<file path="src/hw/rtl/stbs_pkg.sv">
package stbs_pkg;

  localparam int VALUE_W = 32;
  localparam int POS_W   = 6;

  localparam logic CMD_LOAD   = 1'b0;
  localparam logic CMD_SEARCH = 1'b1;

  localparam logic KIND_ELEMENT = 1'b0;
  localparam logic KIND_ANSWER  = 1'b1;

  typedef enum logic [3:0] {
    ST_IDLE,
    ST_SORT_START,
    ST_SORT_GETV,
    ST_SORT_CMP,
    ST_SORT_PLACE,
    ST_EMIT_READ,
    ST_EMIT_PUT,
    ST_SRCH_READ,
    ST_SRCH_CMP,
    ST_SRCH_PUT
  } state_t;

endpackage

</file>
<file path="src/hw/rtl/stbs_in_if.sv">
interface stbs_in_if;
  logic                                valid;
  logic                                ready;
  logic                                command;
  logic signed [stbs_pkg::VALUE_W-1:0] value;
  logic                                last;

  modport source (output valid, output command, output value, output last, input ready);
  modport sink   (input valid, input command, input value, input last, output ready);
endinterface

</file>
<file path="src/hw/rtl/stbs_out_if.sv">
interface stbs_out_if;
  logic                                valid;
  logic                                ready;
  logic                                kind;
  logic signed [stbs_pkg::VALUE_W-1:0] value_res;
  logic        [stbs_pkg::POS_W-1:0]   position;
  logic                                found;
  logic                                overflow;
  logic                                last_res;

  modport source (output valid, output kind, output value_res, output position,
                  output found, output overflow, output last_res, input ready);
  modport sink   (input valid, input kind, input value_res, input position,
                  input found, input overflow, input last_res, output ready);
endinterface

</file>
<file path="src/hw/rtl/stbs_mem.sv">
module stbs_mem #(
  parameter int DEPTH  = 64,
  parameter int ADDR_W = 6,
  parameter int DATA_W = 32
) (
  input  logic                     clk,
  input  logic                     we,
  input  logic        [ADDR_W-1:0] waddr,
  input  logic signed [DATA_W-1:0] wdata,
  input  logic        [ADDR_W-1:0] raddr,
  output logic signed [DATA_W-1:0] rdata
);

  logic signed [DATA_W-1:0] store [DEPTH];

  always_ff @(posedge clk) begin
    if (we) begin
      store[waddr] <= wdata;
    end
  end

  always_ff @(posedge clk) begin
    rdata <= store[raddr];
  end

endmodule

</file>
<file path="src/hw/rtl/stbs_core.sv">
module stbs_core #(
  parameter int CAPACITY = 64
) (
  input  logic                                  clk,
  input  logic                                  rst,
  stbs_in_if.sink                               din,
  stbs_out_if.source                            dout,
  output logic                                  mem_we,
  output logic        [$clog2(CAPACITY)-1:0]    mem_waddr,
  output logic signed [stbs_pkg::VALUE_W-1:0]   mem_wdata,
  output logic        [$clog2(CAPACITY)-1:0]    mem_raddr,
  input  logic signed [stbs_pkg::VALUE_W-1:0]   mem_rdata
);
  import stbs_pkg::*;

  localparam int ADDR_W = $clog2(CAPACITY);
  localparam int CNT_W  = $clog2(CAPACITY + 1);

  state_t state, state_next;

  logic [CNT_W-1:0]  count, count_next;
  logic              set_sorted, set_sorted_next;
  logic              overflow_seen, overflow_seen_next;

  // insertion sort pointers
  logic [CNT_W-1:0]          i, i_next;
  logic [ADDR_W-1:0]         j, j_next;
  logic signed [VALUE_W-1:0] v, v_next;

  logic [CNT_W-1:0] k, k_next;

  // search window is [lo, hix)
  logic [CNT_W-1:0]          lo, lo_next;
  logic [CNT_W-1:0]          hix, hix_next;
  logic [ADDR_W-1:0]         mid, mid_next;
  logic [CNT_W:0]            mid_sum;
  logic signed [VALUE_W-1:0] key, key_next;
  logic                      hit, hit_next;
  logic [ADDR_W-1:0]         hit_pos, hit_pos_next;

  logic                      out_valid;
  logic                      out_free;
  logic                      out_load;
  logic                      nxt_kind;
  logic signed [VALUE_W-1:0] nxt_value;
  logic [POS_W-1:0]          nxt_position;
  logic                      nxt_found;
  logic                      nxt_last;

  logic             in_acc;
  logic [CNT_W-1:0] eff_count;

  assign out_free  = !out_valid || dout.ready;
  assign din.ready = (state == ST_IDLE);
  assign in_acc    = din.valid && din.ready;
  assign eff_count = set_sorted ? '0 : count;
  assign mid_sum   = {1'b0, lo} + {1'b0, hix} - 1'b1;

  always_ff @(posedge clk) begin
    if (rst) begin
      state         <= ST_IDLE;
      count         <= '0;
      set_sorted    <= 1'b0;
      overflow_seen <= 1'b0;
    end else begin
      state         <= state_next;
      count         <= count_next;
      set_sorted    <= set_sorted_next;
      overflow_seen <= overflow_seen_next;
    end
  end

  always_ff @(posedge clk) begin
    i       <= i_next;
    j       <= j_next;
    v       <= v_next;
    k       <= k_next;
    lo      <= lo_next;
    hix     <= hix_next;
    mid     <= mid_next;
    key     <= key_next;
    hit     <= hit_next;
    hit_pos <= hit_pos_next;
  end

  always_comb begin
    state_next         = state;
    count_next         = count;
    set_sorted_next    = set_sorted;
    overflow_seen_next = overflow_seen;
    i_next             = i;
    j_next             = j;
    v_next             = v;
    k_next             = k;
    lo_next            = lo;
    hix_next           = hix;
    mid_next           = mid;
    key_next           = key;
    hit_next           = hit;
    hit_pos_next       = hit_pos;
    mem_we             = 1'b0;
    mem_waddr          = '0;
    mem_wdata          = din.value;
    mem_raddr          = '0;
    out_load           = 1'b0;
    nxt_kind           = KIND_ELEMENT;
    nxt_value          = mem_rdata;
    nxt_position       = POS_W'(k);
    nxt_found          = 1'b0;
    nxt_last           = 1'b0;

    case (state)
      ST_IDLE: begin
        if (in_acc) begin
          if (din.command == CMD_LOAD) begin
            // a load after a finished set starts a new one
            overflow_seen_next = set_sorted ? 1'b0 : overflow_seen;
            set_sorted_next    = 1'b0;
            count_next         = eff_count;
            if (eff_count < CNT_W'(CAPACITY)) begin
              mem_we     = 1'b1;
              mem_waddr  = eff_count[ADDR_W-1:0];
              count_next = eff_count + 1'b1;
            end else begin
              overflow_seen_next = 1'b1;
            end
            if (din.last) begin
              set_sorted_next = 1'b1;
              i_next          = CNT_W'(1);
              state_next      = ST_SORT_START;
            end
          end else begin
            key_next     = din.value;
            hit_next     = 1'b0;
            hit_pos_next = '0;
            lo_next      = '0;
            hix_next     = count;
            state_next   = (set_sorted && count != '0) ? ST_SRCH_READ : ST_SRCH_PUT;
          end
        end
      end

      ST_SORT_START: begin
        if (i >= count) begin
          k_next     = '0;
          state_next = ST_EMIT_READ;
        end else begin
          mem_raddr  = i[ADDR_W-1:0];
          j_next     = i[ADDR_W-1:0];
          state_next = ST_SORT_GETV;
        end
      end

      ST_SORT_GETV: begin
        v_next     = mem_rdata;
        mem_raddr  = j - 1'b1;
        state_next = ST_SORT_CMP;
      end

      ST_SORT_CMP: begin
        mem_we    = 1'b1;
        mem_waddr = j;
        if (mem_rdata > v) begin
          // shift the larger element up one slot, then look one further down
          mem_wdata = mem_rdata;
          j_next    = j - 1'b1;
          if (j == ADDR_W'(1)) begin
            state_next = ST_SORT_PLACE;
          end else begin
            mem_raddr = j - ADDR_W'(2);
          end
        end else begin
          mem_wdata  = v;
          i_next     = i + 1'b1;
          state_next = ST_SORT_START;
        end
      end

      ST_SORT_PLACE: begin
        mem_we     = 1'b1;
        mem_waddr  = '0;
        mem_wdata  = v;
        i_next     = i + 1'b1;
        state_next = ST_SORT_START;
      end

      ST_EMIT_READ: begin
        mem_raddr  = k[ADDR_W-1:0];
        state_next = ST_EMIT_PUT;
      end

      ST_EMIT_PUT: begin
        // keep the address so read data holds while the output is stalled
        mem_raddr = k[ADDR_W-1:0];
        nxt_last  = (k + 1'b1 == count);
        if (out_free) begin
          out_load = 1'b1;
          if (nxt_last) begin
            state_next = ST_IDLE;
          end else begin
            k_next     = k + 1'b1;
            state_next = ST_EMIT_READ;
          end
        end
      end

      ST_SRCH_READ: begin
        if (lo < hix) begin
          mem_raddr  = mid_sum[ADDR_W:1];
          mid_next   = mid_sum[ADDR_W:1];
          state_next = ST_SRCH_CMP;
        end else begin
          state_next = ST_SRCH_PUT;
        end
      end

      ST_SRCH_CMP: begin
        if (mem_rdata == key) begin
          hit_next     = 1'b1;
          hit_pos_next = mid;
          state_next   = ST_SRCH_PUT;
        end else begin
          if (key < mem_rdata) begin
            hix_next = CNT_W'(mid);
          end else begin
            lo_next = CNT_W'(mid) + 1'b1;
          end
          state_next = ST_SRCH_READ;
        end
      end

      ST_SRCH_PUT: begin
        nxt_kind     = KIND_ANSWER;
        nxt_value    = key;
        nxt_position = POS_W'(hit_pos);
        nxt_found    = hit;
        nxt_last     = 1'b1;
        if (out_free) begin
          out_load   = 1'b1;
          state_next = ST_IDLE;
        end
      end

      default: begin
        state_next = ST_IDLE;
      end
    endcase
  end

  // output register
  always_ff @(posedge clk) begin
    if (rst) begin
      out_valid <= 1'b0;
    end else if (out_load) begin
      out_valid <= 1'b1;
    end else if (dout.ready) begin
      out_valid <= 1'b0;
    end
  end

  always_ff @(posedge clk) begin
    if (out_load) begin
      dout.kind      <= nxt_kind;
      dout.value_res <= nxt_value;
      dout.position  <= nxt_position;
      dout.found     <= nxt_found;
      dout.overflow  <= overflow_seen;
      dout.last_res  <= nxt_last;
    end
  end

  assign dout.valid = out_valid;

  a_count_bound: assert property (@(posedge clk) disable iff (rst)
    count <= CNT_W'(CAPACITY))
    else $error("element count beyond capacity");

  a_no_overwrite: assert property (@(posedge clk) disable iff (rst)
    out_load |-> (!out_valid || dout.ready))
    else $error("output register loaded while a result is held");

  a_last_load_sorts: assert property (@(posedge clk) disable iff (rst)
    (in_acc && din.command == CMD_LOAD && din.last) |=>
      (set_sorted && state == ST_SORT_START))
    else $error("last load did not start the sort");

  a_shift_index: assert property (@(posedge clk) disable iff (rst)
    (state == ST_SORT_CMP) |-> (j != '0))
    else $error("insertion compare at slot zero");

  a_hit_needs_set: assert property (@(posedge clk) disable iff (rst)
    (state == ST_SRCH_PUT && hit) |-> (set_sorted && CNT_W'(hit_pos) < count))
    else $error("search hit outside the sorted set");

endmodule

</file>
<file path="src/hw/rtl/sort_then_binary_search.sv">
// Loads use command 0; the load marked last starts an in-place insertion sort
// over the single-port-read element memory for the n stored elements, shifting
// each larger element up one slot in turn, and is followed by the n sorted
// elements, ordered ascending with the final one flagged. A search (command 1)
// runs its binary-search probes one after another; each probe waits on the
// registered memory read. Input ready is low while a sort, the element stream or
// a search is in progress; a result held in the output register does not block
// the next request. Loads past CAPACITY are dropped and set the overflow flag of
// the set.
module sort_then_binary_search #(
  parameter int CAPACITY = 64
) (
  input logic        clk,
  input logic        rst,
  stbs_in_if.sink    din,
  stbs_out_if.source dout
);
  import stbs_pkg::*;

  localparam int ADDR_W = $clog2(CAPACITY);

  logic                      mem_we;
  logic [ADDR_W-1:0]         mem_waddr;
  logic signed [VALUE_W-1:0] mem_wdata;
  logic [ADDR_W-1:0]         mem_raddr;
  logic signed [VALUE_W-1:0] mem_rdata;

  stbs_mem #(
    .DEPTH  (CAPACITY),
    .ADDR_W (ADDR_W),
    .DATA_W (VALUE_W)
  ) u_mem (
    .clk   (clk),
    .we    (mem_we),
    .waddr (mem_waddr),
    .wdata (mem_wdata),
    .raddr (mem_raddr),
    .rdata (mem_rdata)
  );

  stbs_core #(
    .CAPACITY (CAPACITY)
  ) u_core (
    .clk       (clk),
    .rst       (rst),
    .din       (din),
    .dout      (dout),
    .mem_we    (mem_we),
    .mem_waddr (mem_waddr),
    .mem_wdata (mem_wdata),
    .mem_raddr (mem_raddr),
    .mem_rdata (mem_rdata)
  );

endmodule

</file>
<file path="src/flat_wrapper.sv">
// flat-port wrapper written by rule: the top's interface ports become plain ports
module sort_then_binary_search_flat import stbs_pkg::*;
#(
  parameter int CAPACITY = 64
)
  (clk, rst, din_valid, din_command, din_value, din_last, din_ready, dout_valid, dout_kind, dout_value_res, dout_position, dout_found, dout_overflow, dout_last_res, dout_ready);
  stbs_in_if din_i ();
  stbs_out_if dout_i ();
  input logic clk;
  input logic rst;
  input wire logic [$bits(din_i.valid)-1:0] din_valid;
  input wire logic [$bits(din_i.command)-1:0] din_command;
  input wire logic [$bits(din_i.value)-1:0] din_value;
  input wire logic [$bits(din_i.last)-1:0] din_last;
  output wire logic [$bits(din_i.ready)-1:0] din_ready;
  output wire logic [$bits(dout_i.valid)-1:0] dout_valid;
  output wire logic [$bits(dout_i.kind)-1:0] dout_kind;
  output wire logic [$bits(dout_i.value_res)-1:0] dout_value_res;
  output wire logic [$bits(dout_i.position)-1:0] dout_position;
  output wire logic [$bits(dout_i.found)-1:0] dout_found;
  output wire logic [$bits(dout_i.overflow)-1:0] dout_overflow;
  output wire logic [$bits(dout_i.last_res)-1:0] dout_last_res;
  input wire logic [$bits(dout_i.ready)-1:0] dout_ready;
  assign din_i.valid = din_valid;
  assign din_i.command = din_command;
  assign din_i.value = din_value;
  assign din_i.last = din_last;
  assign din_ready = din_i.ready;
  assign dout_valid = dout_i.valid;
  assign dout_kind = dout_i.kind;
  assign dout_value_res = dout_i.value_res;
  assign dout_position = dout_i.position;
  assign dout_found = dout_i.found;
  assign dout_overflow = dout_i.overflow;
  assign dout_last_res = dout_i.last_res;
  assign dout_i.ready = dout_ready;
  sort_then_binary_search #(.CAPACITY(CAPACITY)) u_core (.clk(clk), .rst(rst), .din(din_i), .dout(dout_i));
endmodule
</file>
<file path="config.mk">
export PLATFORM = sky130hd
export DESIGN_NAME = sort_then_binary_search_flat
export DESIGN_NICKNAME = d
export VERILOG_FILES = /design/src/hw/rtl/stbs_pkg.sv /design/src/hw/rtl/stbs_in_if.sv /design/src/hw/rtl/stbs_out_if.sv /design/src/hw/rtl/stbs_mem.sv /design/src/hw/rtl/stbs_core.sv /design/src/hw/rtl/sort_then_binary_search.sv /design/src/flat_wrapper.sv
export SDC_FILE = /design/constraint.sdc
export NUM_CORES = 2
export LEC_CHECK = 0
export BUFFER_PORTS_ARGS = -buffer_cell sky130_fd_sc_hd__buf_2
export CORE_UTILIZATION = 57
export DETAILED_ROUTE_END_ITERATION = 7
export PLACE_DENSITY = 0.76
export SLEW_MARGIN = 20
export SYNTH_ARGS = -nofsm -noshare
export SYNTH_HDL_FRONTEND = slang
export SYNTH_HIERARCHICAL = 1
export SYNTH_SLANG_ARGS = --single-unit
</file>
<file path="constraint.sdc">
create_clock -name clk -period 4.71 [get_ports clk]
set_input_delay 0.471 -clock clk [delete_from_list [all_inputs] [get_ports clk]]
set_output_delay 0.471 -clock clk [all_outputs]
set_load 0.05 [all_outputs]
</file>
# Word level (Yosys, flattened, before mapping)
# Memories as Yosys holds them, arrays and structs flattened. A register that Yosys moved wholly into a read port is not among the register bits.
# Index checks and enable logic that the tools add are counted.
[word_totals]
out_inout_bits = 44
wordCells = 164
n_memories = 1
ramBits = 2048
reg_bits = 167
inputBits = 38
[mem_list]
columns = ["memory", "depth", "width", "read_ports", "rd_clocked_by_memory_dff", "wr", "line", "source"]
rows = [
  ["u_core.u_mem.store", 64, 32, 1, 1, 1, "stbs_mem.sv:14", "logic signed [DATA_W-1:0] store [DEPTH];"],
]
[op_classes]
n_eq_ne = 30
n_addsub = 8
n_mux = 73
n_bitwise = 1
reduce_logical = 25
n_lt_le_gt_ge = 5
[op_table]
columns = ["operator", "count"]
rows = [
  ["2-to-1 mux 7 bit", 17],
  ["2-to-1 mux 6 bit", 13],
  ["2-to-1 mux 32 bit", 2],
  ["one-hot mux 32 bit (2 select lines)", 1],
  ["one-hot mux 7 bit (2 select lines)", 3],
  ["one-hot mux 4 bit (10 select lines)", 1],
  ["2-to-1 mux 4 bit", 9],
  ["one-hot mux 6 bit (2 select lines)", 3],
  ["equality test 32 bit", 1],
  ["greater-than comparator 32 bit", 1],
  ["less-than comparator 32 bit", 1],
  ["!= test 2 bit (second input constant)", 15],
  ["one-hot mux 6 bit (5 select lines)", 1],
  ["adder 7 x 1 -> 7 bit (second input constant)", 3],
  ["one-hot mux 7 bit (3 select lines)", 1],
  ["AND reduction 5 bit", 4],
  ["2-to-1 mux 1 bit", 17],
  ["equality test 4 x 3 -> 1 bit (second input constant)", 4],
  ["AND reduction 4 bit", 3],
  ["AND reduction 3 bit", 3],
  ["equality test 4 x 2 -> 1 bit (second input constant)", 2],
  ["equality test 4 bit (second input constant)", 2],
  ["nonzero test 2 bit", 4],
  ["adder 6 x 1 -> 7 bit (second input constant)", 1],
  ["23 further kinds", 30],
]

# Longest topological paths before layout
[logic_depth]
depth_word = 8
ltp_mapped = 21
depth_no_buf = 16

# Cells and area by module
# Netlist, hierarchy kept.
[by_module_without_submodules]
columns = ["mod", "n_inst", "area_per_inst_um2", "cells_per_inst"]
rows = [
  ["stbs_mem", 1, 78885.7, 3572],
  ["stbs_core", 1, 9844.4, 935],
]

# Worst setup path after synthesis
# Ideal clock, no wire load.
[synth_timing]
path_type = "flip-flop to flip-flop"
startpoint = "reg u_core.u_core.state[3]"
endpoint = "mem u_core.u_mem.store[44][0] (enable)"
setup_ns = 0.461
setup_slack_ns = -0.879
required_ns = 4.249
path_stages_with_launch = 9
arrival_time_ns = 5.128
path_buffers = 2
synth_period_minus_slack_ns = 5.589
cell_sequence = "dfxtp_1 buf_6 nor4_2 nand3b_2 nor3_2 a22o_1 clkbuf_1 nand4b_1 nor3_1"
[synth_between]
elab_cells_between_ends = 11
cone_classes = "eq/ne: 2; mux: 6; reduce/logical: 3"
[synth_lines]
columns = ["item", "line", "source"]
rows = [
  ["start, declared", "stbs_core.sv:19", "state_t state, state_next;"],
  ["start signal, assigned", "stbs_core.sv:66", "state <= state_next;"],
  ["zero test 4 bit *", "stbs_core.sv:54", "assign din.ready = (state == ST_IDLE);"],
  ["named net din_ready", "flat_wrapper.sv:15", "output wire logic [$bits(din_i.ready)-1:0] din_ready;"],
  ["logical AND 1 bit", "stbs_core.sv:55", "assign in_acc = din.valid && din.ready;"],
  ["2-to-1 mux 6 bit", "stbs_core.sv:114", "if (in_acc) begin"],
  ["one-hot mux 6 bit (2 select lines) *", "stbs_core.sv:112", "case (state)"],
  ["named net u_core.mem_waddr[3]", "sort_then_binary_search.sv:23", "logic [ADDR_W-1:0] mem_waddr;"],
  ["end, declared", "stbs_mem.sv:14", ""],
]
# Mark *: on every way through the listed nets, which the timed path passes. The rest lies on a longest branch.

# Worst setup path in the final report
[layout_timing]
startpoint = "reg u_core.u_mem.rdata[11] (read register of u_core.u_mem.store)"
endpoint = "reg u_core.u_mem.rdata[28] (read register of u_core.u_mem.store)"
[layout_between]
elab_chain_len = 3
[layout_rtl]
columns = ["item", "line", "source"]
rows = [
  ["start, declared", "stbs_mem.sv:11", "output logic signed [DATA_W-1:0] rdata"],
  ["greater-than comparator 32 bit", "stbs_core.sv:163", "if (mem_rdata > v) begin"],
  ["2-to-1 mux 6 bit", "stbs_core.sv:163", ""],
  ["one-hot mux 6 bit (5 select lines)", "stbs_core.sv:112", ""],
  ["named net u_core.mem_raddr[0]", "sort_then_binary_search.sv:25", "logic [ADDR_W-1:0] mem_raddr;"],
]
# The timed path passes the listed nets, and every way through them passes these cells.
# A chain may end at the register's enable or synchronous reset.

==> impl_metrics.json <==
{
  "yosys.cell_types.count": 86,
  "cp_num_buf_inv": 3,
  "route.detailed.drc": 31,
  "slew_violations": 0,
  "slowest_delay_ns": 0.55,
  "vias": 49900,
  "synth_edf_count": 2201,
  "clk_pin_slew_worst_paths_ns": 0.06,
  "grt_max_degree": 72,
  "p_per_area_nw_per_um2": 556,
  "synth_fp_nets": 4642,
  "h-tree-depth": 4,
  "cts_tree": "done",
  "reg2regPathDepth": 16,
  "slew_headroom_pct": 30.3,
  "cts-root-buf": "clkbuf_16",
  "syn_area_per_cell_um2": 19.7,
  "yosys_warnings": 6,
  "ys_ff_latch": 2247,
  "drive_gt1_share_pct": 28.2,
  "dpl.hpwl_um": 141000,
  "start_kind": "register",
  "power.leakage_nw": 33.0,
  "setup_ws_ns": -0.0460,
  "finalWirelength_um": 246000,
  "cts_buffer_depth": 3,
  "die-area_um2": 157000,
  "dieHeight_um": 397,
  "min_period_over_period_pct": 101,
  "nets": 5163,
  "r2r-start": "u_core/u_mem/rdata[11]$_DFF_P_",
  "cp_cell_sequence": "ha_1 > nand4_1 > nor3_4 > a21boi_0 > o41a_1 > nor2_2 > mux2_4 > nand2_1 > o211ai_1 > clkbuf_16 > buf_12 > buf_12 > mux4_2 > a22oi_2 > nand4_1 > and3_4",
  "boundaryPins": 82,
  "cap_violations": 0,
  "finalSetupViolations": 2,
  "violations": "design-rule violations, negative setup slack",
  "critPathMaxFanout": 13,
  "end_kind": "register",
  "irDropWorstVdd_uv": 389,
  "cts_sinks": 2247,
  "worst_slew_pin_slew_ns": 1.05,
  "critPathArrivalTime_ns": 5.46,
  "hold_violations": 0,
  "gp_congestion": 0.899,
  "overflow": 0,
  "syn_area_um2": 88700,
  "rsz0062_at_grt": "true",
  "area_growth_pct": 16.5,
  "finalClockSkew_ns": 0.0612,
  "setup_tns_ns": -0.0812,
  "die_x_um": 397,
  "layout_commonest_cell": "edfxtp_1",
  "antenna_found_initial": 20,
  "crit_path_end": "u_core/u_mem/rdata[28]$_DFF_P_",
  "hold_class": "input pin to register",
  "min_period_ns": 4.76,
  "timing_worst_setup_path_type": "register to register",
  "start_util_pct": 57.5,
  "cp.required_ns": 5.42,
  "cp.depth": 16,
  "viasPerCell": 6.87,
  "syn_inst": 4507,
  "grt_pass1_vias": 48900,
  "layout_common_cells": "2201 x edfxtp_1, 446 x mux4_2, 306 x buf_4",
  "ant_nets": 0,
  "drt_first_pass_iters": 8,
  "outcome": "finished, violations left",
  "ys_seq_area_share_pct": 75.5,
  "portBuffers": 81,
  "dr.first_iter.drc_count": 8185,
  "cts_buffers": 213,
  "rows": 144,
  "synth_ff_type": "edfxtp_1",
  "path_delay_family": "simple AND/OR/NAND/NOR gates",
  "grt_pass1_wl_um": 344000,
  "clock.fmax_ghz": 0.210,
  "avgRoutedWirePerCell_um": 33.9,
  "r2r_slack_ns": -0.05,
  "ys_async_sr_fraction_pct": 0,
  "track_usage_pct": 30.9,
  "clkLatencyLatePin_ns": 0.87,
  "r2r-end": "u_core/u_mem/rdata[28]$_DFF_P_",
  "core-area_um2": 154000,
  "detailedPlace.worstSlack_ns": -0.375,
  "startpoint": "u_core/u_mem/rdata[11]$_DFF_P_",
  "critPathSlowestCell": "mux4_2"
}
[synthesized netlist by cell type (5+ instances only)]
cell type	count	share of area [%]
and3_1	30	0.21
a222oi_1	36	0.41
o21ai_0	89	0.50
o41ai_1	7	0.069
nor3b_1	8	0.068
a22o_1	6	0.059
nor4_1	5	0.035
xnor2_1	23	0.23
and4b_1	5	0.056
o22a_1	7	0.069
edfxtp_1	2201	74
buf_6	22	0.28
nand3_1	91	0.51
nor3_1	22	0.12
nand4_1	58	0.41
dfxtp_1	46	1.0
buf_8	7	0.12
nand2_1	191	0.81
o221ai_1	44	0.43
and2_1	11	0.078
o22ai_1	67	0.47
o211ai_1	6	0.051
a31oi_1	19	0.13
buf_4	25	0.21
a311oi_1	5	0.049
mux2i_1	127	1.4
or4_1	6	0.051
nor2_1	140	0.59
a221oi_1	8	0.079
xor2_1	11	0.11
a21o_1	17	0.14
nor2b_1	36	0.25
a211o_1	6	0.059
clkbuf_1	130	0.55
mux2_2	23	0.29
buf_2	46	0.26
a22oi_1	75	0.63
a21oi_1	52	0.29
nand2b_1	18	0.13
mux4_2	446	11
ha_1	96	1.4
buf_1	12	0.051
inv_1	132	0.56
a211oi_1	27	0.23
[metal layers]
layer	global-route usage, %	vias up	wire length [µm]	part of all wire [%]
met5	0	-	116	0.047
met2	47.2	4156	115000	47
li1	-	19600	-	-
met4	13.9	16	11400	4.6
met3	7.78	591	34600	14
met1	42.4	25500	84600	34
[stage by stage]
stage | hold WS, ns | total power [W] | util [%] | std cells | instance area, µm²
after detailed placement | 0.420 | 0.0396 | 61.8 | 6799 | 95300
after global routing | 0.165 | 0.0589 | 67.0 | 7254 | 103000
after CTS | 0.133 | 0.0568 | 66.7 | 7232 | 103000
after global placement | 0.418 | 0.0393 | 61.8 | 6799 | 95300
after floorplan | 0.409 | 0.0333 | - | 4507 | 88800
final | 0.177 | 0.0575 | 67.1 | 7256 | 103000
[state kept, by name, indices dropped and copies added, names as in the netlist, 32 cells and up]
name                          cells
u_core/u_core/dout.value_res     32
u_core/u_core/key                32
u_core/u_core/v                  32
u_core/u_mem/rdata               32
u_core/u_mem/store             2048
[area by class of cell]
type	instances	area, µm²
flip-flops and latches	2247	67000
fillers	9423	50800
multi-input cells	1881	20700
clock buffers	275	5630
repair buffers	551	5610
well taps	2044	2560
clock inverters	122	1360
inverters	134	505
diodes	2	5.00
[cells by family (layout without fill, tap and decap cells)]
group,after synthesis,in the layout,synth area share [%]
XOR/XNOR,34,34,0.336
adder cells (fa/ha/maj),97,97,1.38
flip-flops,2247,2247,75.5
buffers and inverters,379,1082,2.09
other,0,2,0
multiplexers,597,597,13.1
AO/OA/AOI/OAI,496,496,3.92
AND/OR/NAND/NOR,657,657,3.69
[worst min path at each step]
stage                                                   from                                    end  depth (start not counted)
finish                                             din_valid    u_core/u_core/count[4]$_SDFFE_PP0P_                          4
global route                                     din_command    u_core/u_core/state[3]$_SDFFE_PP0P_                          5
CTS                                                din_valid    u_core/u_core/count[4]$_SDFFE_PP0P_                          4
detailed placement  u_core/u_core/overflow_seen$_SDFFE_PP0P_  u_core/u_core/dout.overflow$_DFFE_PP_                          0
global placement    u_core/u_core/overflow_seen$_SDFFE_PP0P_  u_core/u_core/dout.overflow$_DFFE_PP_                          0
floorplan           u_core/u_core/overflow_seen$_SDFFE_PP0P_  u_core/u_core/dout.overflow$_DFFE_PP_                          0
[what timing repair did]
item                       in CTS  in global routing
gates resized for setup        28                 64
hold endpoints to repair       38                  0
buffers inserted                0                 14
setup endpoints to repair      31                 32
cloned                          0                  7
pin swaps                       2                 14
hold buffers                   36                  0
[worst reg2reg max path, stage by stage (launching register included)]
cell	delay [ns]
dfxtp_2	0.40
ha_1	0.36
nand4_1	0.19
nor3_4	0.22
a21boi_0	0.28
o41a_1	0.22
nor2_2	0.05
mux2_4	0.20
nand2_1	0.06
o211ai_1	0.33
clkbuf_16	0.31
buf_12	0.24
buf_12	0.20
mux4_2	0.55
a22oi_2	0.25
nand4_1	0.37
and3_4	0.37
[where the power goes]
part | internal, W | switching [W]
registers | 0.0240 | 0.000639
logic | 0.00627 | 0.00951
clock network | 0.00955 | 0.00759
total | 0.0398 | 0.0177
Note: power is estimated with default switching activity, not from simulation.
